==> config.mk <==
export PLATFORM = sky130hd
export DESIGN_NAME = fmma_queue
export DESIGN_NICKNAME = d
export VERILOG_FILES = /design/src/fmma_pkg.sv /design/src/fmma_queue.sv
export SDC_FILE = /design/constraint.sdc
export NUM_CORES = 1
export LEC_CHECK = 0
export BUFFER_PORTS_ARGS = -buffer_cell sky130_fd_sc_hd__clkbuf_2
export CORE_ASPECT_RATIO = 0.7
export CORE_MARGIN = 2
export CORE_UTILIZATION = 35
export DETAILED_ROUTE_END_ITERATION = 10
export GPL_ROUTABILITY_DRIVEN = 0
export HOLD_SLACK_MARGIN = 0.15
export PLACE_DENSITY = 0.67
export SYNTH_ARGS = -nofsm -noshare
export SYNTH_HDL_FRONTEND = slang
export SYNTH_SLANG_ARGS = --single-unit
export TNS_END_PERCENT = 1
==> constraint.sdc <==
create_clock -name clk -period 6 [get_ports clk]
set_clock_uncertainty 0.05 [all_clocks]
set_input_delay 1.8 -clock clk [delete_from_list [all_inputs] [get_ports clk]]
set_output_delay 1.8 -clock clk [all_outputs]
set_load 0.01 [all_outputs]
==> src/fmma_pkg.sv <==
`default_nettype none
package fmma_pkg;

    localparam int MAX_ROWS  = 64;
    localparam int MAX_COLS  = 64;
    localparam int MAX_DEPTH = 64;

    localparam int KIND_W    = 2;
    localparam int IDX_W     = 6;
    localparam int CNT_W     = 7;
    localparam int DATA_W    = 32;
    localparam int CFG_IDX_W = 3;
    localparam int EXP_W     = 12;

    // Input item kinds
    localparam logic [KIND_W-1:0] KIND_LOAD_A  = 2'd0;
    localparam logic [KIND_W-1:0] KIND_LOAD_B  = 2'd1;
    localparam logic [KIND_W-1:0] KIND_COMPUTE = 2'd2;

    // Configuration register indexes
    localparam logic [CFG_IDX_W-1:0] CFG_ALPHA = 3'd0;
    localparam logic [CFG_IDX_W-1:0] CFG_BETA  = 3'd1;
    localparam logic [CFG_IDX_W-1:0] CFG_ROWS  = 3'd2;
    localparam logic [CFG_IDX_W-1:0] CFG_COLS  = 3'd3;
    localparam logic [CFG_IDX_W-1:0] CFG_DEPTH = 3'd4;

    // Queued command codes
    typedef logic [1:0] op_t;
    localparam op_t OP_LOAD_A  = 2'd0;
    localparam op_t OP_LOAD_B  = 2'd1;
    localparam op_t OP_COMPUTE = 2'd2;

    localparam logic [DATA_W-1:0] QNAN32    = 32'h7FC0_0000;
    localparam logic [DATA_W-1:0] INF32     = 32'h7F80_0000;
    localparam logic [DATA_W-1:0] NEG_ZERO  = 32'h8000_0000;
    localparam logic [DATA_W-1:0] ALPHA_RST = 32'h3F80_0000;

    typedef struct packed {
        op_t                op;
        logic [IDX_W-1:0]   row;
        logic [IDX_W-1:0]   col;
        logic [DATA_W-1:0]  value;
    } cmd_t;

    typedef struct packed {
        logic [DATA_W-1:0]  alpha_bits;
        logic [DATA_W-1:0]  beta_bits;
        logic [CNT_W-1:0]   row_count;
        logic [CNT_W-1:0]   column_count;
        logic [CNT_W-1:0]   inner_depth;
    } cfg_t;

    // Position of the highest set bit, zero for an empty word
    function automatic logic [5:0] top_bit64(input logic [63:0] v);
        logic [5:0] n;
        n = '0;
        for (int i = 0; i < 64; i++)
        begin
            if (v[i])
            begin
                n = 6'(i);
            end
        end
        return n;
    endfunction

endpackage
`default_nettype wire

==> src/fmma_queue.sv <==
`default_nettype none
module fmma_queue (
    input  wire logic            clk,
    input  wire logic            rst_n,
    input  wire logic            push,
    input  fmma_pkg::cmd_t       push_cmd,
    output logic                 full,
    output logic                 not_empty,
    input  wire logic            pop,
    output fmma_pkg::cmd_t       pop_cmd
);

    fmma_pkg::cmd_t entry_reg [2];
    logic           wr_ptr_reg, wr_ptr_next;
    logic           rd_ptr_reg, rd_ptr_next;
    logic [1:0]     count_reg, count_next;

    assign full      = (count_reg == 2'd2);
    assign not_empty = (count_reg != 2'd0);
    assign pop_cmd   = entry_reg[rd_ptr_reg];

    always_comb
    begin
        wr_ptr_next = wr_ptr_reg ^ push;
        rd_ptr_next = rd_ptr_reg ^ pop;
        count_next  = count_reg + 2'(push) - 2'(pop);
    end

    always_ff @(posedge clk or negedge rst_n)
    begin
        if (!rst_n)
        begin
            wr_ptr_reg <= 1'b0;
            rd_ptr_reg <= 1'b0;
            count_reg  <= 2'd0;
        end
        else
        begin
            wr_ptr_reg <= wr_ptr_next;
            rd_ptr_reg <= rd_ptr_next;
            count_reg  <= count_next;
        end
    end

    // Hold payload without reset
    always_ff @(posedge clk)
    begin
        if (push)
        begin
            entry_reg[wr_ptr_reg] <= push_cmd;
        end
    end

endmodule
`default_nettype wire

Yosys cells after proc, flatten, opt, wreduce, memory -nomap -nowiden

Memories as Yosys holds them, arrays and structs flattened.
Index checks and enable logic that the tools add are counted.
Widths: inputs -> output; s select.

Add/subtract/negate cells: 2
Equality and inequality tests: 1
Multiplexer cells: 2
Bitwise logic cells: 2
Reduce and logical (&&, ||, !) cells: 1

Operators with widths:

| kind               | count |
|---|---|
| $add 2x1->2        | 1 |
| $eq 2x2->1 const B | 1 |
| $mux 1             | 2 |
| $reduce_bool 2->1  | 1 |
| $sub 2x1->2        | 1 |
| $xor 1x1->1        | 2 |

Bits in registers: 4
Memory bits (writable): 92
Input bits: 50
Output and inout port bits: 48
Memories: 1

Memories:

| memory    | words | bits a word | rd ports | clocked after Yosys merged registers in | write ports | RTL line         | source |
|---|---|---|---|---|---|---|---|
| entry_reg | 2     | 46          | 1        | 0                                       | 1           | fmma_queue.sv:13 | `fmma_pkg::cmd_t entry_reg [2];` |

Logic depth before layout (Yosys ltp)

Word-level depth: 2
Mapped depth: 5
Gate-level depth less buffers: 5

Worst setup path after synthesis

No wires, ideal clock.

Path kind: in2reg
Start point: input push
End point: memory entry_reg[0][0] (netlist bit) (enable)
Library setup time: 0.408 ns
Arrival time: 2.946 ns
Required time: 5.542 ns
Path slack: 2.595 ns
Stages on the path: 1
Cell sequence: ha_1

Word-level cells in the longest chain between the ends: 2

Ends and longest elaborated chain:

| item                         | RTL line         | source |
|---|---|---|
| start, declared              | fmma_queue.sv:5  | `input wire logic push,` |
| $mux 1                       | fmma_queue.sv:48 | `if (push)` |
| $mux 1 (implied by the code) | fmma_queue.sv:50 | `entry_reg[wr_ptr_reg] <= push_cmd;` |
| end, declared                | fmma_queue.sv:13 |  |

Every way passes these cells.

==> metrics.md <==
| Metric | Value |
|---|---|
| Run status | finished clean |
| Slew Limit Headroom | 55.79% |
| Critical Path, Cell by Cell | buf_4 -> mux2_2 -> clkbuf_2 |
| Worst Hold End | wr_ptr_reg |
| Largest net degree at the start of global routing | 27 |
| Final Cycle Share | 66.75% |
| R2R Path Start | wr_ptr_reg |
| DRT Wirelength | 5.834 mm |
| First-pass GRT wire length | 8.804 mm |
| Clk_lat worst skew | 330 ps |
| Worst path slowest cell | dfrtp_2 |
| Critical Path RT | 4150 ps |
| Simple-Gate Fraction of Synth Area | 0.3425% |
| Max reg flops | 92 |
| Number of synthesized register bits | 96 |
| Arr. time, crit path | 2160 ps |
| Initial antenna violation count | 0 |
| Synth Area in Adders | 1.370% |
| Vias | 1781 |
| Net Count, Synth | 213 |
| Clock-pin transition on the worst setup and hold timing paths | 60 ps |
| Initial Utilization | 35.68% |
| DRT antenna net count | 0 |
| Post-synthesis xor/xnor area fraction | 0.8904% |
| Crit path max-delay family | flip-flops |
| DRC | 0 |
| Max capacitance violation total | 0 |
| Largest family of logic cells by synthesized area | multiplexers |
| DP Wirelength | 3.880 mm |
| Share of layout cells above drive strength 1 | 60.37% |
| CP bufs+invs | 2 |
| Tightest Hold Check Type | reg2reg |
| CP Capture Type | primary output |
| Hold buffers post-CTS | 0 |
| Post-synthesis mux area share | 17.26% |
| Post-synthesis sequential area ratio | 78.36% |
| Critical path depth in cells | 3 |
| Fin. Hold Viols | 0 |
| DIE AREA | 11280 sq um |
| Unique cell type count in the Yosys netlist | 12 |
| Worst R2R Path Depth | 3 |
| Worst Path Max Fanout | 24 |
| Core area | 10240 sq um |
| Nets@finish | 319 |
| Crit path launch | rd_ptr_reg |
| Gr usage total | 10.69% |
| Setup crit start kind | register |
| Number of global-route vias before repair | 1831 |
| Fin area | 4623 sq um |
| Reg2reg setup slack | 4170 ps |
| Final setup vio count | 0 |
| Num ports | 98 |
| Clk sinks | 96 |
| Gate Count Post-Synth | 159 |
| Max Freq | 249.7 MHz |
| Site Rows | 31 |
| CTS tree | yes |
| Clock Path Buffers | 2 |
| Min Tclk post-route | 4005 ps |
| Synth Area per Inst | 22.98 sq um |
| Vias per inst | 4.430 |
| Pins Over Slew Limit | 0 |
| Diodes inserted | 0 |
| Worst-Margin Slew | 663.1 ps |
| Placed cell area | 4283 sq um |
| Setup Crit Path Kind | reg2out |
| Worst flop-to-flop path endpoint | entry_reg[0][35] |
| Setup TNS | 0 ps |
| Die width | 126.1 microns |
| Ys Warns | 0 |
| Port bufs | 97 |
| VDD IR max | 0.1938 mV |
| Pleak | 1.873 nW |
| DR pass1 iterations | 5 |
| # resized after CTS | 0 |
| DRC marker count from the first detailed-route iteration | 85 |
| H-tree depth | 3 |
| Die H | 89.48 microns |
| Clock Tree Root | clkbuf_16 |
| WL/cell | 14.51 microns |
| Pwr Density | 478.8 nW/um^2 |
| Hold path start | wr_ptr_reg |
| Hold depth | 3 |
| Cell area after synthesis | 3654 sq um |
| P&R area growth vs syn | 26.54% |
| Unrepaired setup endpoints after global routing | no |
| Post-synthesis compound-gate area fraction | 0% |
| GRT overflow | 0 |
| Cts bufs inserted | 9 |
| Post CTS Setup Buffer Count | 0 |
| Delay of the slowest critical-path stage | 790 ps |
per-layer routing:
layer	wire length, microns	track usage [%]	vias up
met5	0	0	-
met4	62	3.896	0
met3	409	5.326	6
met2	2833	16.96	63
met1	2529	12.80	879
li1	-	-	833
kinds of logic (layout without fill, tap and decap cells):
| family | Yosys count | count (layout) |
|---|---|---|
| XOR/XNOR | 2 | 2 |
| adder cells (fa/ha/maj) | 4 | 4 |
| buffers and inverters | 9 | 120 |
| flip-flops | 96 | 96 |
| multiplexers | 46 | 46 |
| AND/OR/NAND/NOR | 2 | 2 |
worst register-to-register path: stages (launching register included):
cell and delay [ps]:
dfrtp_1 380, inv_1 60, ha_2 540, buf_4 460
layout by cell type (no fill, tap or decap), types with 2 or more instances in the layout:
cell type,instances
mux2_2,16
clkbuf_1,3
edfxtp_1,92
ha_2,2
inv_1,4
bufinv_16,3
clkbuf_16,9
buf_4,3
ha_1,2
mux2_4,30
dfrtp_1,3
clkbuf_2,97
synthesized netlist by cell type:
cell type  instances  area [sq um]
buf_6              4         45.04
dfrtp_1            4         100.1
ha_1               4         50.05
nor2b_1            1         6.260
or2_2              1         6.260
inv_1              4         15.01
mux2_2            16         180.2
buf_2              1         5.000
xor3_1             1         23.77
edfxtp_1          92          2763
mux2_4            30         450.4
xor2_1             1         8.760
layout make-up:
type	instances	area, sq um
clock buffers	13	250.2
clock inverters	3	90.09
fillers	931	5617
inverters	4	15.01
multi-input cells	54	730.7
flip-flops and latches	96	2864
well taps	132	165.2
repair buffers	100	508.0
worst max-delay path by stage:
stage and end:
2_1_floorplan entry_reg[0][0], 3_3_place_gp pop_cmd[3], 3_5_place_dp pop_cmd[3], 4_1_cts pop_cmd[3], 5_1_grt pop_cmd[3], 6_report pop_cmd[3]
per-stage QoR:
stage / setup slack [ps] / power [mW] / cells / util [%] / hold slack, ps
2_1_floorplan: 2595 / 1.406 / 159 / - / 525.2
3_3_place_gp: 2299 / 1.599 / 386 / 41.83 / 542.7
3_5_place_dp: 2285 / 1.613 / 386 / 41.83 / 578.1
4_1_cts: 1924 / 2.253 / 402 / 45.15 / 594.0
5_1_grt: 1858 / 2.335 / 402 / 45.15 / 631.0
6_report: 1995 / 2.213 / 402 / 45.15 / 582.1
report_power, final:
group | leakage, nW | internal, mW | total [mW] | switching [mW]
Sequential | 0.909 | 0.892 | 0.962 | 0.0696
Clock | 0.164 | 0.419 | 0.634 | 0.215
Combinational | 0.800 | 0.328 | 0.618 | 0.290
Total | 1.87 | 1.64 | 2.21 | 0.575
Power figures use the tool's default switching activity.
