**src/fmma_pkg.sv**
```systemverilog
`default_nettype none
package fmma_pkg;

    localparam int MAX_ROWS  = 64;
    localparam int MAX_COLS  = 64;
    localparam int MAX_DEPTH = 64;

    localparam int KIND_W    = 2;
    localparam int IDX_W     = 6;
    localparam int CNT_W     = 7;
    localparam int DATA_W    = 32;
    localparam int CFG_IDX_W = 3;
    localparam int EXP_W     = 12;

    // Input item kinds
    localparam logic [KIND_W-1:0] KIND_LOAD_A  = 2'd0;
    localparam logic [KIND_W-1:0] KIND_LOAD_B  = 2'd1;
    localparam logic [KIND_W-1:0] KIND_COMPUTE = 2'd2;

    // Configuration register indexes
    localparam logic [CFG_IDX_W-1:0] CFG_ALPHA = 3'd0;
    localparam logic [CFG_IDX_W-1:0] CFG_BETA  = 3'd1;
    localparam logic [CFG_IDX_W-1:0] CFG_ROWS  = 3'd2;
    localparam logic [CFG_IDX_W-1:0] CFG_COLS  = 3'd3;
    localparam logic [CFG_IDX_W-1:0] CFG_DEPTH = 3'd4;

    // Queued command codes
    typedef logic [1:0] op_t;
    localparam op_t OP_LOAD_A  = 2'd0;
    localparam op_t OP_LOAD_B  = 2'd1;
    localparam op_t OP_COMPUTE = 2'd2;

    localparam logic [DATA_W-1:0] QNAN32    = 32'h7FC0_0000;
    localparam logic [DATA_W-1:0] INF32     = 32'h7F80_0000;
    localparam logic [DATA_W-1:0] NEG_ZERO  = 32'h8000_0000;
    localparam logic [DATA_W-1:0] ALPHA_RST = 32'h3F80_0000;

    typedef struct packed {
        op_t                op;
        logic [IDX_W-1:0]   row;
        logic [IDX_W-1:0]   col;
        logic [DATA_W-1:0]  value;
    } cmd_t;

    typedef struct packed {
        logic [DATA_W-1:0]  alpha_bits;
        logic [DATA_W-1:0]  beta_bits;
        logic [CNT_W-1:0]   row_count;
        logic [CNT_W-1:0]   column_count;
        logic [CNT_W-1:0]   inner_depth;
    } cfg_t;

    // Position of the highest set bit, zero for an empty word
    function automatic logic [5:0] top_bit64(input logic [63:0] v);
        logic [5:0] n;
        n = '0;
        for (int i = 0; i < 64; i++)
        begin
            if (v[i])
            begin
                n = 6'(i);
            end
        end
        return n;
    endfunction

endpackage
`default_nettype wire

```
**src/fmma_item_if.sv**
```systemverilog
`default_nettype none
interface fmma_item_if;
    logic                         valid;
    logic                         ready;
    logic [fmma_pkg::KIND_W-1:0]  kind;
    logic [fmma_pkg::IDX_W-1:0]   row_index;
    logic [fmma_pkg::IDX_W-1:0]   col_index;
    logic [fmma_pkg::DATA_W-1:0]  elem_value;

    modport source (output valid, kind, row_index, col_index, elem_value, input ready);
    modport sink   (input valid, kind, row_index, col_index, elem_value, output ready);
endinterface
`default_nettype wire

```
**src/fmma_cfg_if.sv**
```systemverilog
`default_nettype none
interface fmma_cfg_if;
    logic                            valid;
    logic                            ready;
    logic [fmma_pkg::CFG_IDX_W-1:0]  index;
    logic [fmma_pkg::DATA_W-1:0]     data;

    modport source (output valid, index, data, input ready);
    modport sink   (input valid, index, data, output ready);
endinterface
`default_nettype wire

```
**src/fmma_front.sv**
```systemverilog
`default_nettype none
module fmma_front (
    input  wire logic            clk,
    input  wire logic            rst_n,
    fmma_item_if.sink            item,
    fmma_cfg_if.sink             cfg,
    input  wire logic            queue_full,
    output logic                 push,
    output fmma_pkg::cmd_t       push_cmd,
    output fmma_pkg::cfg_t       cfg_out
);

    fmma_pkg::cfg_t cfg_reg;
    fmma_pkg::cfg_t cfg_next;
    logic           keep;

    // Take register writes at any time
    assign cfg.ready = 1'b1;

    always_comb
    begin
        cfg_next = cfg_reg;
        if (cfg.valid)
        begin
            unique case (cfg.index)
                fmma_pkg::CFG_ALPHA: cfg_next.alpha_bits   = cfg.data;
                fmma_pkg::CFG_BETA:  cfg_next.beta_bits    = cfg.data;
                fmma_pkg::CFG_ROWS:  cfg_next.row_count    = cfg.data[fmma_pkg::CNT_W-1:0];
                fmma_pkg::CFG_COLS:  cfg_next.column_count = cfg.data[fmma_pkg::CNT_W-1:0];
                fmma_pkg::CFG_DEPTH: cfg_next.inner_depth  = cfg.data[fmma_pkg::CNT_W-1:0];
                default:             cfg_next = cfg_reg;
            endcase
        end
    end

    always_ff @(posedge clk or negedge rst_n)
    begin
        if (!rst_n)
        begin
            cfg_reg.alpha_bits   <= fmma_pkg::ALPHA_RST;
            cfg_reg.beta_bits    <= '0;
            cfg_reg.row_count    <= fmma_pkg::CNT_W'(fmma_pkg::MAX_ROWS);
            cfg_reg.column_count <= fmma_pkg::CNT_W'(fmma_pkg::MAX_COLS);
            cfg_reg.inner_depth  <= fmma_pkg::CNT_W'(fmma_pkg::MAX_DEPTH);
        end
        else
        begin
            cfg_reg <= cfg_next;
        end
    end

    assign cfg_out = cfg_reg;

    // Classify the request: loads always go on, computes only inside the matrix, other kinds are dropped
    always_comb
    begin
        keep           = 1'b0;
        push_cmd.op    = fmma_pkg::OP_COMPUTE;
        push_cmd.row   = item.row_index;
        push_cmd.col   = item.col_index;
        push_cmd.value = item.elem_value;
        unique case (item.kind)
            fmma_pkg::KIND_LOAD_A:
            begin
                keep        = 1'b1;
                push_cmd.op = fmma_pkg::OP_LOAD_A;
            end
            fmma_pkg::KIND_LOAD_B:
            begin
                keep        = 1'b1;
                push_cmd.op = fmma_pkg::OP_LOAD_B;
            end
            fmma_pkg::KIND_COMPUTE:
            begin
                keep = ({1'b0, item.row_index} < cfg_reg.row_count) &&
                       ({1'b0, item.col_index} < cfg_reg.column_count);
            end
            default: keep = 1'b0;
        endcase
    end

    assign item.ready = !queue_full;
    assign push       = item.valid && !queue_full && keep;

endmodule
`default_nettype wire

```
**src/flat_wrapper.sv**
```systemverilog
// flat-port wrapper written by rule: the top's interface ports become plain ports
module fmma_front_flat 
  (clk, rst_n, queue_full, push, push_cmd, cfg_out, item_valid, item_kind, item_row_index, item_col_index, item_elem_value, item_ready, cfg_valid, cfg_index, cfg_data, cfg_ready);
  fmma_item_if item_i ();
  fmma_cfg_if cfg_i ();
  input  wire logic clk;
  input  wire logic rst_n;
  input  wire logic queue_full;
  output logic push;
  output fmma_pkg::cmd_t push_cmd;
  output fmma_pkg::cfg_t cfg_out;
  input wire logic [$bits(item_i.valid)-1:0] item_valid;
  input wire logic [$bits(item_i.kind)-1:0] item_kind;
  input wire logic [$bits(item_i.row_index)-1:0] item_row_index;
  input wire logic [$bits(item_i.col_index)-1:0] item_col_index;
  input wire logic [$bits(item_i.elem_value)-1:0] item_elem_value;
  output wire logic [$bits(item_i.ready)-1:0] item_ready;
  input wire logic [$bits(cfg_i.valid)-1:0] cfg_valid;
  input wire logic [$bits(cfg_i.index)-1:0] cfg_index;
  input wire logic [$bits(cfg_i.data)-1:0] cfg_data;
  output wire logic [$bits(cfg_i.ready)-1:0] cfg_ready;
  assign item_i.valid = item_valid;
  assign item_i.kind = item_kind;
  assign item_i.row_index = item_row_index;
  assign item_i.col_index = item_col_index;
  assign item_i.elem_value = item_elem_value;
  assign item_ready = item_i.ready;
  assign cfg_i.valid = cfg_valid;
  assign cfg_i.index = cfg_index;
  assign cfg_i.data = cfg_data;
  assign cfg_ready = cfg_i.ready;
  fmma_front u_core (.clk(clk), .rst_n(rst_n), .item(item_i), .cfg(cfg_i), .queue_full(queue_full), .push(push), .push_cmd(push_cmd), .cfg_out(cfg_out));
endmodule
```
**config.mk**
```make
export PLATFORM = sky130hd
export DESIGN_NAME = fmma_front_flat
export DESIGN_NICKNAME = d
export VERILOG_FILES = /design/src/fmma_pkg.sv /design/src/fmma_item_if.sv /design/src/fmma_cfg_if.sv /design/src/fmma_front.sv /design/src/flat_wrapper.sv
export SDC_FILE = /design/constraint.sdc
export NUM_CORES = 1
export LEC_CHECK = 0
export BUFFER_PORTS_ARGS = -buffer_cell sky130_fd_sc_hd__buf_2
export CAP_MARGIN = 0
export CORE_MARGIN = 5
export CORE_UTILIZATION = 40
export DETAILED_ROUTE_END_ITERATION = 6
export PLACE_DENSITY = 0.76
export SETUP_SLACK_MARGIN = 0.4
export SLEW_MARGIN = 20
export SYNTH_ARGS = -nofsm -noshare
export SYNTH_HDL_FRONTEND = slang
export SYNTH_SLANG_ARGS = --single-unit
```
**constraint.sdc**
```tcl
create_clock -name clk -period 1.79 [get_ports clk]
set_clock_uncertainty 0.15 [all_clocks]
set_input_delay 0.358 -clock clk [delete_from_list [all_inputs] [get_ports clk]]
set_output_delay 0.358 -clock clk [all_outputs]
set_load 0.02 [all_outputs]
```
# Word-level counts from Yosys, hierarchy flattened

Index checks and enable logic that the tools add are counted.
W data, S select, Z words.

Logic and storage cells: 27
Output and inout port bits: 134
Bits of input ports: 86
Bits in registers: 85

Mux-type cells: 2
$lt $le $gt $ge: 2
Eq/ne operators: 6
Reduce and logical (&&, ||, !) cells: 12

Operator list:

| kind                 | number |
|---|---|
| $lt A6 B7 Y1         | 2 |
| $reduce_and A2 Y1    | 5 |
| $eq A3 B2 Y1 const B | 2 |
| $pmux W2 S2          | 1 |
| $eq A3 B1 Y1 const B | 1 |
| $eq A3 B3 Y1 const B | 1 |
| $logic_and A1 B1 Y1  | 3 |
| $logic_not A3 Y1     | 1 |
| $eq A2 B1 Y1 const B | 1 |
| $eq A2 B2 Y1 const B | 1 |
| $logic_not A2 Y1     | 1 |
| $pmux W1 S2          | 1 |
| $reduce_or A2 Y1     | 1 |
| $logic_not A1 Y1     | 1 |

# Depth between registers and ports, before layout

Gate-level depths: netlist of run 1.

Depth after elaboration: 4
Mapped depth: 6
Mapped depth without buffers: 6

# Least setup slack after synthesis of run 1

OpenSTA, ideal clock, no wires.

Kind: register -> output
Start: reg u_core.cfg_reg, in the netlist u_core.cfg_out[12]
End: out push
Data arrival time: 1.810 ns
Slack: -0.528 ns
Cell stages (with the launch flop): 7
Cells stage by stage: dfrtp_1 -> inv_1 -> ha_1 -> a21oi_1 -> o221ai_1 -> a21o_1 -> a221oi_1

Longest elaborated chain between the ends: 4

Ends and longest elaborated chain:

| item                     | RTL line          | text |
|---|---|---|
| start: declaration       | fmma_front.sv:13  | `fmma_pkg::cfg_t cfg_reg;` |
| start signal: assignment | fmma_front.sv:48  | `cfg_reg <= cfg_next;` |
| $lt A6 B7 Y1             | fmma_front.sv:76  | `({1'b0, item.col_index} < cfg_reg.column_count);` |
| $logic_and A1 B1 Y1      | fmma_front.sv:75  | `keep = ({1'b0, item.row_index} < cfg_reg.row_count) &&` |
| $pmux W1 S2              | fmma_front.sv:62  | `unique case (item.kind)` |
| $logic_and A1 B1 Y1      | fmma_front.sv:83  | `assign push = item.valid && !queue_full && keep;` |
| end: declaration         | flat_wrapper.sv:9 | `output logic push;` |

No other way between the ends.

# Worst setup path after layout of run 1

Same ends and word-level chain as after synthesis.

==> metrics.txt, run 1 <==
# TYPE chip_impl_metric gauge
chip_impl_metric{name="slowest_delay",unit="ns"} 0.42
chip_impl_metric{name="core",unit="um2"} 9729
chip_impl_metric{name="async_flop_share",unit=""} 1.000
chip_impl_metric{name="die_height",unit="um"} 109.8
chip_impl_metric{name="power_density",unit="nW/um2"} 1159
chip_impl_metric{name="route.final.wire_length",unit="um"} 10850
chip_impl_info{name="outcome",value="finished, violations left"} 1
chip_impl_metric{name="clkPwrFrac",unit=""} 0.174
chip_impl_metric{name="place.gp.congestion",unit=""} 0.7313
chip_impl_metric{name="synthesis.yosys.warnings",unit=""} 0
chip_impl_metric{name="routed_via_density",unit=""} 4.662
chip_impl_metric{name="portBuffers",unit=""} 154
chip_impl_metric{name="timing.final.crit_period",unit="ns"} 2.413
chip_impl_metric{name="power.ir.vdd_worst",unit="mV"} 0.5875
chip_impl_info{name="hold_path_startpoint",value="cfg_data[18]"} 1
chip_impl_info{name="dominantRegCellSynth",value="sky130_fd_sc_hd__dfrtp_1"} 1
chip_impl_info{name="netlist_top_cells_area",value="sky130_fd_sc_hd__dfrtp_1, sky130_fd_sc_hd__mux2_2, sky130_fd_sc_hd__mux2_4"} 1
chip_impl_info{name="grt_setup_unrepaired",value="yes"} 1
chip_impl_metric{name="netSwitchingFraction",unit=""} 0.3292
chip_impl_metric{name="internal_power",unit="W"} 0.004752
chip_impl_metric{name="fin_util",unit=""} 0.6281
chip_impl_metric{name="yosys.cell_types.count",unit=""} 27
chip_impl_metric{name="grt_first_pass_wirelength",unit="um"} 16220
chip_impl_info{name="crit_path_cell_chain",value="inv_2, ha_4, a21oi_4, o221ai_2, a21o_1, a221oi_4, buf_6"} 1
chip_impl_metric{name="cells_after_synth",unit=""} 280
chip_impl_metric{name="largest_reg_flops",unit=""} 85
chip_impl_metric{name="post_drt_wl_per_cell",unit="um"} 17.79
chip_impl_metric{name="die_area",unit="um2"} 12050
chip_impl_info{name="clock_tree_from_tritoncts",value="done"} 1
chip_impl_metric{name="floorplan.initialDensity",unit=""} 0.4092
chip_impl_info{name="final_cell_mix",value="sky130_fd_sc_hd__buf_6, sky130_fd_sc_hd__dfrtp_1, sky130_fd_sc_hd__buf_4, sky130_fd_sc_hd__buf_2, sky130_fd_sc_hd__mux2_4"} 1
chip_impl_metric{name="cap_viol_max_count",unit=""} 0
chip_impl_metric{name="clock_insertion_delay_worst_skew",unit="ns"} 0.34
chip_impl_metric{name="global_route.overflow_total",unit=""} 0
chip_impl_metric{name="drt-initial-drc-count",unit=""} 69
chip_impl_metric{name="clkSlewWorstSetupHoldPaths",unit="ns"} 0.10
chip_impl_metric{name="synth-edff-count",unit=""} 0
chip_impl_metric{name="grt_pass1_vias",unit=""} 3134
chip_impl_metric{name="pin_count",unit=""} 220
chip_impl_metric{name="path_max_fanout",unit=""} 2
chip_impl_metric{name="num_vias",unit=""} 2844
chip_impl_metric{name="route.detailed.drc",unit=""} 0
chip_impl_metric{name="synth_top_cell_area_share",unit=""} 0.4714
chip_impl_metric{name="grt_antenna_before_repair",unit=""} 0
chip_impl_info{name="clock-root-buffer",value="sky130_fd_sc_hd__clkbuf_8"} 1
chip_impl_info{name="synth_top_cell_by_area",value="sky130_fd_sc_hd__dfrtp_1"} 1
chip_impl_info{name="cp-start-kind",value="flop"} 1
chip_impl_metric{name="critical_path_arrival",unit="ns"} 1.90
chip_impl_info{name="holdCritPathClass",value="in2reg"} 1
chip_impl_info{name="worst_setup_path_startpoint",value="u_core.cfg_out[12]"} 1
chip_impl_metric{name="finalHoldViolations",unit=""} 0
chip_impl_metric{name="dpl.cell_count",unit=""} 537
chip_impl_metric{name="rows",unit=""} 36
chip_impl_metric{name="share_seq_of_total_power",unit=""} 0.384
chip_impl_metric{name="worst-path-buf-inv",unit=""} 2
chip_impl_metric{name="num-fill-cells",unit=""} 716
chip_impl_metric{name="report.final.slew_viol_count",unit=""} 0
chip_impl_metric{name="cts_sinks",unit=""} 85
chip_impl_metric{name="min_period_over_period",unit=""} 1.348
chip_impl_metric{name="route.antenna.remaining_nets",unit=""} 0
chip_impl_metric{name="synth.ff_latch_count",unit=""} 85
chip_impl_metric{name="detailed_place_hpwl",unit="um"} 7239
chip_impl_info{name="layout.cells.most_common",value="sky130_fd_sc_hd__buf_6"} 1
chip_impl_metric{name="worst-endpoint-required",unit="ns"} 1.28
chip_impl_metric{name="netlist_area",unit="um2"} 3981
chip_impl_metric{name="combPwrFrac",unit=""} 0.441
chip_impl_metric{name="cts_htree_levels",unit=""} 3
chip_impl_metric{name="clockBufferDepth",unit=""} 2
chip_impl_metric{name="setup_violations",unit=""} 1
chip_impl_metric{name="die_width",unit="um"} 109.8
chip_impl_metric{name="final_nets",unit=""} 567
chip_impl_metric{name="timing.final.ws_setup",unit="ns"} -0.6229
chip_impl_metric{name="yosysSeqAreaShare",unit=""} 0.5374
chip_impl_info{name="crit_family",value="compound AO/OA/AOI/OAI gates"} 1
chip_impl_metric{name="syn_area_per_cell",unit="um2"} 14.22
chip_impl_metric{name="largest_net_degree_at_the_start_of_global_routing",unit=""} 86
chip_impl_metric{name="leakage",unit="nW"} 3.030
chip_impl_metric{name="fraction_of_layout_cells_with_a_size_suffix_above_1",unit=""} 0.7542
chip_impl_metric{name="p_switching",unit="W"} 0.002332
chip_impl_metric{name="syn2layout_area_growth",unit="%"} 53.49
chip_impl_metric{name="synthesized_net_count",unit=""} 376
chip_impl_metric{name="cts_buffers",unit=""} 9
chip_impl_metric{name="post_layout_nonfiller_instances",unit=""} 610
chip_impl_metric{name="drtPass1Iterations",unit=""} 5
chip_impl_info{name="timing.critical_path.to_type",value="output port"} 1
chip_impl_info{name="failed_checks",value="negative setup slack"} 1
chip_impl_info{name="critical_path.reg2reg.startpoint",value="u_core.cfg_out[14]"} 1
chip_impl_metric{name="grtUsageTotal",unit=""} 0.1774
chip_impl_info{name="timing.critical_path.slowest_stage_cell",value="sky130_fd_sc_hd__dfrtp_2"} 1
chip_impl_info{name="path_class",value="reg2out"} 1
chip_impl_metric{name="fmax",unit="GHz"} 0.4144
[what timing repair did]
action / in CTS / in global routing
pin swaps: 4 / 4
hold buffers: 1 / 0
endpoints found under the hold margin: 75 / 0
buffers inserted: 33 / 22
endpoints found under the setup margin: 86 / 87
gates resized for setup: 187 / 9
[through the flow]
stage               power (W)  hold WS [ns]  cell area (um2)  setup WS (ns)  setup TNS (ns)
finish               0.007084       0.08540             6111        -0.6229         -0.6229
global route         0.007437       0.06556             6108        -0.7198         -0.7198
floorplan            0.004038      -0.08759             4150        -0.2135         -0.2135
global placement     0.004697        0.2694             4873        -0.4341         -0.4341
detailed placement   0.004760        0.2792             4873        -0.4457         -0.4457
CTS                  0.006917       0.06287             5902        -0.6373         -0.6373
[final timing paths]
check	endpoint	slack [ns]	depth (start not counted)
min in group asynchronous	u_core.cfg_out[49]	0.39	3
max in group asynchronous	u_core.cfg_out[76]	0.66	3
worst min register to register	u_core.cfg_out[63]	0.39	1
worst min-delay path	u_core.cfg_out[39]	0.09	2
worst max register to register	u_core.cfg_out[14]	0.62	3
worst max-delay path	push	-0.62	7
[final cells by class]
cell class / count / area [um2] / share of cell area
clock buffers: 10 / 127.6 / 0.02088
flip-flops and latches: 85 / 2143 / 0.3507
multi-input cells: 128 / 1584 / 0.2592
repair buffers: 234 / 1992 / 0.3260
well taps: 133 / 166.4 / 0.02723
clock inverters: 6 / 46.29 / 0.007576
inverters: 13 / 48.80 / 0.007985
diodes: 1 / 2.502 / 0.0004095
[cells by family after synthesis]
| family | synth area share |
|---|---|
| flops | 0.5374 |
| mux | 0.2546 |
| other cells | 0.0009419 |
| buf+inv | 0.1188 |
| simple gates | 0.03457 |
| compound gates | 0.02231 |
| fa+ha+maj | 0.03143 |
[cells in the mapped netlist (2+ instances only)]
| master | count |
|---|---|
| sky130_fd_sc_hd__mux2_1 | 2 |
| sky130_fd_sc_hd__dfstp_2 | 10 |
| sky130_fd_sc_hd__mux2_4 | 30 |
| sky130_fd_sc_hd__ha_1 | 10 |
| sky130_fd_sc_hd__buf_4 | 45 |
| sky130_fd_sc_hd__nor2_1 | 3 |
| sky130_fd_sc_hd__nand2_1 | 9 |
| sky130_fd_sc_hd__a21o_1 | 2 |
| sky130_fd_sc_hd__mux2_2 | 48 |
| sky130_fd_sc_hd__buf_6 | 7 |
| sky130_fd_sc_hd__dfrtp_1 | 75 |
| sky130_fd_sc_hd__clkbuf_1 | 2 |
| sky130_fd_sc_hd__and3b_1 | 3 |
| sky130_fd_sc_hd__o21ai_0 | 8 |
| sky130_fd_sc_hd__a21oi_1 | 2 |
| sky130_fd_sc_hd__inv_1 | 13 |
[power groups by stage]
stage                     sequential [W]  clock, W  combinational [W]
after floorplan                  0.00317         0           0.000864
after global placement           0.00262         0            0.00207
after detailed placement         0.00265         0            0.00211
after CTS                        0.00270   0.00128            0.00293
after global routing             0.00277   0.00136            0.00330
final                            0.00272   0.00124            0.00313
[per-layer routing]
metal,share of wire,vias up,GRT usage
li1,-,1286,-
met2,0.55,104,0.3160
met1,0.38,1432,0.2002
met3,0.053,22,0.03758
met5,0,-,0
met4,0.024,0,0.08816
Note: power is estimated with default switching activity, not from simulation.
==> run 2, diff against run 1 <==
--- a/config.mk
+++ b/config.mk
@@ -11,6 +11,7 @@
 export CORE_UTILIZATION = 40
 export DETAILED_ROUTE_END_ITERATION = 6
 export PLACE_DENSITY = 0.76
+export RECOVER_POWER = 25
 export SETUP_SLACK_MARGIN = 0.4
 export SLEW_MARGIN = 20
 export SYNTH_ARGS = -nofsm -noshare
==> run 2 against run 1 <==
Against the previous run:
- the run still ends with negative setup slack left
- fmax about the same
- sequential power about the same
- total power decreased by 0.11%
- via count about the same
- register-to-register slack about the same
- cell count unchanged
- die area unchanged
- critical endpoint unchanged
- critical path depth unchanged
- non-clock buffer count unchanged
- sequential share of layout area increased by 0.14 points
- clock power about the same
- critical path type unchanged
- count of clock-buffer cells in the layout unchanged
==> metrics.txt, run 2 (synthesis gave the netlist of run 1 again) <==
# TYPE chip_impl_metric gauge
chip_impl_info{name="outcome",value="finished, violations left"} 1
chip_impl_info{name="failed_checks",value="negative setup slack"} 1
chip_impl_metric{name="die_height",unit="um"} 109.8
chip_impl_metric{name="num_vias",unit=""} 2846
chip_impl_metric{name="cts_htree_levels",unit=""} 3
chip_impl_metric{name="syn2layout_area_growth",unit="%"} 52.86
chip_impl_metric{name="clkSlewWorstSetupHoldPaths",unit="ns"} 0.10
chip_impl_metric{name="cap_viol_max_count",unit=""} 0
chip_impl_metric{name="route.antenna.remaining_nets",unit=""} 0
chip_impl_metric{name="cts_sinks",unit=""} 85
chip_impl_metric{name="leakage",unit="nW"} 3.008
chip_impl_metric{name="critical_path_arrival",unit="ns"} 1.90
chip_impl_metric{name="reg2regPathDepth",unit=""} 3
chip_impl_info{name="clock_tree_from_tritoncts",value="done"} 1
chip_impl_metric{name="route.detailed.drc",unit=""} 0
chip_impl_metric{name="die_width",unit="um"} 109.8
chip_impl_metric{name="cts_buffers",unit=""} 9
chip_impl_metric{name="final_cell_area",unit="um2"} 6086
chip_impl_metric{name="clockBufferDepth",unit=""} 2
chip_impl_metric{name="fraction_of_layout_cells_with_a_size_suffix_above_1",unit=""} 0.7437
chip_impl_info{name="path_class",value="reg2out"} 1
chip_impl_metric{name="largest_net_degree_at_the_start_of_global_routing",unit=""} 86
chip_impl_info{name="layout.cells.most_common",value="sky130_fd_sc_hd__buf_6"} 1
chip_impl_info{name="clock-root-buffer",value="sky130_fd_sc_hd__clkbuf_8"} 1
chip_impl_metric{name="path_max_fanout",unit=""} 2
chip_impl_metric{name="post_drt_wl_per_cell",unit="um"} 17.84
chip_impl_metric{name="num-fill-cells",unit=""} 722
chip_impl_metric{name="power_density",unit="nW/um2"} 1163
chip_impl_metric{name="largest_reg_flops",unit=""} 85
chip_impl_info{name="hold_path_startpoint",value="cfg_data[18]"} 1
chip_impl_metric{name="global_route.overflow_total",unit=""} 0
chip_impl_metric{name="drt-initial-drc-count",unit=""} 80
chip_impl_metric{name="die_area",unit="um2"} 12050
chip_impl_info{name="cp-start-kind",value="flop"} 1
chip_impl_metric{name="grt_pass1_vias",unit=""} 3134
chip_impl_metric{name="max_slew_margin",unit=""} 0.2297
chip_impl_metric{name="grtUsageTotal",unit=""} 0.1774
chip_impl_metric{name="power.ir.vdd_worst",unit="mV"} 0.5872
chip_impl_metric{name="clock_insertion_delay_worst_skew",unit="ns"} 0.34
chip_impl_metric{name="setup_violations",unit=""} 32
chip_impl_metric{name="grt_first_pass_wirelength",unit="um"} 16220
chip_impl_metric{name="timing_worst_slew_pin_value",unit="ns"} 1.156
chip_impl_metric{name="floorplan.initialDensity",unit=""} 0.4092
chip_impl_metric{name="timing.final.ws_setup",unit="ns"} -0.6228
chip_impl_metric{name="routed_via_density",unit=""} 4.666
chip_impl_metric{name="portBuffers",unit=""} 154
chip_impl_metric{name="min_period_over_period",unit=""} 1.348
chip_impl_metric{name="rows",unit=""} 36
chip_impl_metric{name="worst-endpoint-required",unit="ns"} 1.28
chip_impl_info{name="timing.critical_path.to_type",value="output port"} 1
chip_impl_info{name="final_cell_mix",value="sky130_fd_sc_hd__buf_6, sky130_fd_sc_hd__dfrtp_1, sky130_fd_sc_hd__buf_4, sky130_fd_sc_hd__mux2_4, sky130_fd_sc_hd__buf_2"} 1
chip_impl_metric{name="drtPass1Iterations",unit=""} 5
chip_impl_info{name="timing.rr.end",value="u_core.cfg_out[45]"} 1
chip_impl_metric{name="regToRegSetupSlack",unit="ns"} 0.62
chip_impl_metric{name="report.final.slew_viol_count",unit=""} 0
chip_impl_metric{name="fmax",unit="GHz"} 0.4145
chip_impl_metric{name="route.final.wire_length",unit="um"} 10880
chip_impl_metric{name="timing.final.crit_period",unit="ns"} 2.413
chip_impl_info{name="holdCritPathClass",value="in2reg"} 1
chip_impl_metric{name="final_nets",unit=""} 567
chip_impl_info{name="grt_setup_unrepaired",value="yes"} 1
chip_impl_metric{name="pin_count",unit=""} 220
chip_impl_metric{name="grt_antenna_before_repair",unit=""} 0
chip_impl_metric{name="finalHoldViolations",unit=""} 0
chip_impl_metric{name="core",unit="um2"} 9729
chip_impl_info{name="critical_path.reg2reg.startpoint",value="u_core.cfg_out[45]"} 1
chip_impl_metric{name="dpl-instance-area",unit="um2"} 4873
chip_impl_metric{name="hold_path_depth",unit=""} 2
chip_impl_metric{name="detailed_place_hpwl",unit="um"} 7239
chip_impl_metric{name="place.gp.congestion",unit=""} 0.7313
chip_impl_info{name="hold_end",value="u_core.cfg_out[39]"} 1
chip_impl_metric{name="timing.hold.ws",unit="ns"} 0.08577
[run 2: stage by stage]
| step | setup TNS, ns | std cells | worst slack (ns) | utilization | total power (W) |
|---|---|---|---|---|---|
| 5_1_grt | -16.64 | 609 | -0.7198 | 0.6253 | 0.007429 |
| 3_3_place_gp | -0.4341 | 537 | -0.4341 | 0.5009 | 0.004697 |
| 2_1_floorplan | -0.2135 | 280 | -0.2135 | - | 0.004038 |
| 3_5_place_dp | -0.4457 | 537 | -0.4457 | 0.5009 | 0.004760 |
| 6_report | -0.8913 | 610 | -0.6228 | 0.6255 | 0.007076 |
| 4_1_cts | -0.6373 | 587 | -0.6373 | 0.6066 | 0.006917 |
[run 2: worst max-delay path by stage]
stage                     endpoint                from  cells past startpoint
after floorplan               push  u_core.cfg_out[12]                      6
after global placement        push   item_row_index[2]                      7
after detailed placement      push   item_row_index[2]                      7
after CTS                     push  u_core.cfg_out[16]                      7
after global routing          push  u_core.cfg_out[12]                      7
final                         push  u_core.cfg_out[12]                      7
[run 2: critical path, cell delays in order, from the launching register on]
cell and delay, ns:
sky130_fd_sc_hd__dfrtp_2 0.42, sky130_fd_sc_hd__inv_2 0.07, sky130_fd_sc_hd__ha_4 0.21, sky130_fd_sc_hd__a21oi_4 0.12, sky130_fd_sc_hd__o221ai_2 0.10, sky130_fd_sc_hd__a21o_1 0.19, sky130_fd_sc_hd__a221oi_4 0.29, sky130_fd_sc_hd__buf_6 0.15
[run 2: per-layer routing]
layer | up-vias | share of wire | global-route usage
met1 | 1431 | 0.38 | 0.2002
met5 | - | 0 | 0
met2 | 106 | 0.55 | 0.3160
met4 | 0 | 0.024 | 0.08816
met3 | 22 | 0.052 | 0.03758
li1 | 1287 | - | -
[run 2: final cells by class]
cell class / count / area (um2) / area share
Timing Repair Buffer: 234 / 1974 / 0.3244
Antenna cell: 1 / 2.502 / 0.0004112
Multi-Input combinational cell: 128 / 1577 / 0.2590
Sequential cell: 85 / 2143 / 0.3522
Tap cell: 133 / 166.4 / 0.02734
Clock inverter: 6 / 46.29 / 0.007607
Clock buffer: 10 / 127.6 / 0.02097
Inverter: 13 / 48.80 / 0.008018
[run 2: timing repair]
action / CTS / global route
resized for setup: 187 / 9
pin swaps: 4 / 4
setup buffers: 33 / 22
endpoints found under the hold margin: 75 / 0
hold buffers: 1 / 0
endpoints found under the setup margin: 86 / 87
[run 2: power by group]
| part | switching (W) | leakage, nW | total, W | internal (W) |
|---|---|---|---|---|
| registers | 0.000339 | 1.00 | 0.00272 | 0.00238 |
| clock network | 0.000720 | 0.0833 | 0.00123 | 0.000514 |
| logic | 0.00127 | 1.92 | 0.00312 | 0.00185 |
==> run 3, diff against run 2 <==
--- a/config.mk
+++ b/config.mk
@@ -17,3 +17,4 @@
 export SYNTH_ARGS = -nofsm -noshare
 export SYNTH_HDL_FRONTEND = slang
 export SYNTH_SLANG_ARGS = --single-unit
+export TNS_END_PERCENT = 20
==> run 3 against run 2 <==
Against the previous run:
- the flow still finishes with violations (negative setup slack)
- non-clock buffer count fell by 55
- clock power rose by 34%
- sequential cell count did not move
- sequential power barely moved
- global-route usage fell by 0.81 points
- largest power group is now sequential cells
==> metrics.txt, run 3 (synthesis gave the netlist of run 1 again) <==
# TYPE chip_impl_metric gauge
chip_impl_info{name="outcome",value="finished, violations left"} 1
chip_impl_info{name="failed_checks",value="negative setup slack"} 1
chip_impl_metric{name="cts_htree_levels",unit=""} 3
chip_impl_metric{name="num-fill-cells",unit=""} 774
chip_impl_metric{name="routed_via_density",unit=""} 4.691
chip_impl_metric{name="clkSlewWorstSetupHoldPaths",unit="ns"} 0.10
chip_impl_metric{name="area_taken_by_multi_input_logic_gates",unit="um2"} 1530
chip_impl_metric{name="rows",unit=""} 36
chip_impl_metric{name="grt_antenna_before_repair",unit=""} 0
chip_impl_metric{name="pin_count",unit=""} 220
chip_impl_metric{name="die_area",unit="um2"} 12050
chip_impl_metric{name="timing.final.ws_setup",unit="ns"} -0.5920
chip_impl_metric{name="route.detailed.drc",unit=""} 0
chip_impl_metric{name="fin_util",unit=""} 0.5856
chip_impl_metric{name="core",unit="um2"} 9729
chip_impl_info{name="holdCritPathClass",value="in2reg"} 1
chip_impl_metric{name="timing.hold.ws",unit="ns"} 0.09919
chip_impl_info{name="clock_tree_from_tritoncts",value="done"} 1
chip_impl_metric{name="final_nets",unit=""} 512
chip_impl_metric{name="fraction_of_layout_cells_with_a_size_suffix_above_1",unit=""} 0.6888
chip_impl_metric{name="post_drt_wl_per_cell",unit="um"} 18.71
chip_impl_metric{name="clock_insertion_delay_worst_skew",unit="ns"} 0.34
chip_impl_info{name="clock-root-buffer",value="sky130_fd_sc_hd__clkbuf_8"} 1
chip_impl_metric{name="route.antenna.remaining_nets",unit=""} 0
chip_impl_info{name="layout.cells.most_common",value="sky130_fd_sc_hd__buf_6"} 1
chip_impl_metric{name="timing.final.crit_period",unit="ns"} 2.382
chip_impl_metric{name="drt-initial-drc-count",unit=""} 64
chip_impl_metric{name="die_width",unit="um"} 109.8
chip_impl_metric{name="largest_reg_flops",unit=""} 85
chip_impl_metric{name="cts_buffers",unit=""} 9
chip_impl_metric{name="floorplan.initialDensity",unit=""} 0.4092
chip_impl_metric{name="num_vias",unit=""} 2599
chip_impl_metric{name="path_max_fanout",unit=""} 2
chip_impl_metric{name="route.final.wire_length",unit="um"} 10370
chip_impl_metric{name="drtPass1Iterations",unit=""} 4
chip_impl_metric{name="timing_worst_slew_pin_value",unit="ns"} 0.7655
chip_impl_metric{name="max_slew_margin",unit=""} 0.4897
chip_impl_metric{name="cts_sinks",unit=""} 85
chip_impl_metric{name="setup_violations",unit=""} 1
chip_impl_info{name="path_class",value="reg2out"} 1
chip_impl_metric{name="detailed_place_hpwl",unit="um"} 7030
chip_impl_metric{name="place.gp.congestion",unit=""} 0.7345
chip_impl_metric{name="grt_pass1_vias",unit=""} 3026
chip_impl_metric{name="global_route.overflow_total",unit=""} 0
chip_impl_metric{name="min_period_over_period",unit=""} 1.331
chip_impl_metric{name="critical_path_arrival",unit="ns"} 1.87
chip_impl_metric{name="largest_net_degree_at_the_start_of_global_routing",unit=""} 39
chip_impl_metric{name="grtUsageTotal",unit=""} 0.1694
chip_impl_metric{name="finalHoldViolations",unit=""} 0
chip_impl_metric{name="power.ir.vdd_worst",unit="mV"} 0.6360
chip_impl_metric{name="diodes",unit=""} 0
chip_impl_metric{name="clockBufferDepth",unit=""} 2
chip_impl_info{name="timing.critical_path.to_type",value="output port"} 1
chip_impl_metric{name="report.final.slew_viol_count",unit=""} 0
chip_impl_metric{name="die_height",unit="um"} 109.8
chip_impl_metric{name="power_density",unit="nW/um2"} 1241
chip_impl_metric{name="portBuffers",unit=""} 154
chip_impl_metric{name="syn2layout_area_growth",unit="%"} 43.12
chip_impl_info{name="cp-start-kind",value="flop"} 1
chip_impl_metric{name="cap_viol_max_count",unit=""} 0
chip_impl_metric{name="register_area",unit="um2"} 2143
chip_impl_metric{name="fmax",unit="GHz"} 0.4198
chip_impl_metric{name="totalPowerFinal",unit="W"} 0.007073
chip_impl_metric{name="leakage",unit="nW"} 2.744
chip_impl_metric{name="grt_first_pass_wirelength",unit="um"} 15790
chip_impl_metric{name="worst-endpoint-required",unit="ns"} 1.28
chip_impl_info{name="final_cell_mix",value="sky130_fd_sc_hd__buf_6, sky130_fd_sc_hd__dfrtp_1, sky130_fd_sc_hd__buf_2, sky130_fd_sc_hd__mux2_4, sky130_fd_sc_hd__mux2_2"} 1
chip_impl_info{name="grt_setup_unrepaired",value="yes"} 1
## run 3: changes by cell type in the layout (fill, tap and decap cells not counted), sizes merged
cell / delta
buf: -60
bufinv: +3
clkbuf: +4
clkinv: +1
clkinvlp: -2
diode: -1
inv: -1
## run 3: per-stage QoR
step | setup slack (ns) | cell area [um2] | cells | TNS (ns)
detailed placement | -0.4579 | 4750 | 531 | -0.4579
global placement | -0.3864 | 4750 | 531 | -0.3864
floorplan | -0.2135 | 4060 | 280 | -0.2135
global route | -0.6887 | 5698 | 554 | -0.6887
finish | -0.5920 | 5698 | 554 | -0.5920
CTS | -0.6273 | 5610 | 549 | -0.6273
## run 3: path summary, 6_finish.rpt
path                                      endpoint  cells after the start               start  slack [ns]
max in group asynchronous       u_core.cfg_out[16]                      3               rst_n        0.22
worst max-delay path                          push                      7  u_core.cfg_out[16]       -0.59
worst min-delay path            u_core.cfg_out[50]                      2        cfg_data[29]         0.1
worst min register to register   u_core.cfg_out[1]                      1   u_core.cfg_out[1]        0.39
min in group asynchronous       u_core.cfg_out[42]                      2               rst_n        0.47
worst max register to register  u_core.cfg_out[12]                      4  u_core.cfg_out[12]        0.52
## run 3: metal layers
metal	up-vias	track usage	wire [um]
li1	1174	-	-
met1	1276	0.1972	4019
met2	128	0.2877	5154
met3	21	0.06518	1053
met4	0	0.05343	140
met5	-	0	0
## run 3: repair_timing
action,4_1_cts,5_1_grt
pin swaps,4,3
gates resized for setup,187,22
buffers inserted,1,5
setup endpoints to repair,86,102
hold buffers,1,0
endpoints found under the hold margin,23,0
cloned,0,0
## run 3: report_power, final
part / switching, W / internal (W)
Combinational: 0.00117 / 0.00152
Sequential: 0.000353 / 0.00238
Clock: 0.000712 / 0.000935
Total: 0.00224 / 0.00484
## run 3: worst max-delay path, stage by stage (launching register included)
cell                       delay (ns)
sky130_fd_sc_hd__dfrtp_2         0.42
sky130_fd_sc_hd__inv_2           0.08
sky130_fd_sc_hd__ha_4            0.21
sky130_fd_sc_hd__a21o_1          0.18
sky130_fd_sc_hd__a31oi_4         0.16
sky130_fd_sc_hd__o21ai_2         0.10
sky130_fd_sc_hd__a221oi_4        0.23
sky130_fd_sc_hd__buf_6           0.15
## run 3: area by class of cell
class                      instances  share of cell area
inverter                          13            0.008564
clock buffer                       9             0.02174
sequential                        85              0.3762
clock inverter                     7             0.02130
multi-input combinational        128              0.2686
tap                              133             0.02921
timing repair buffer             179              0.2745
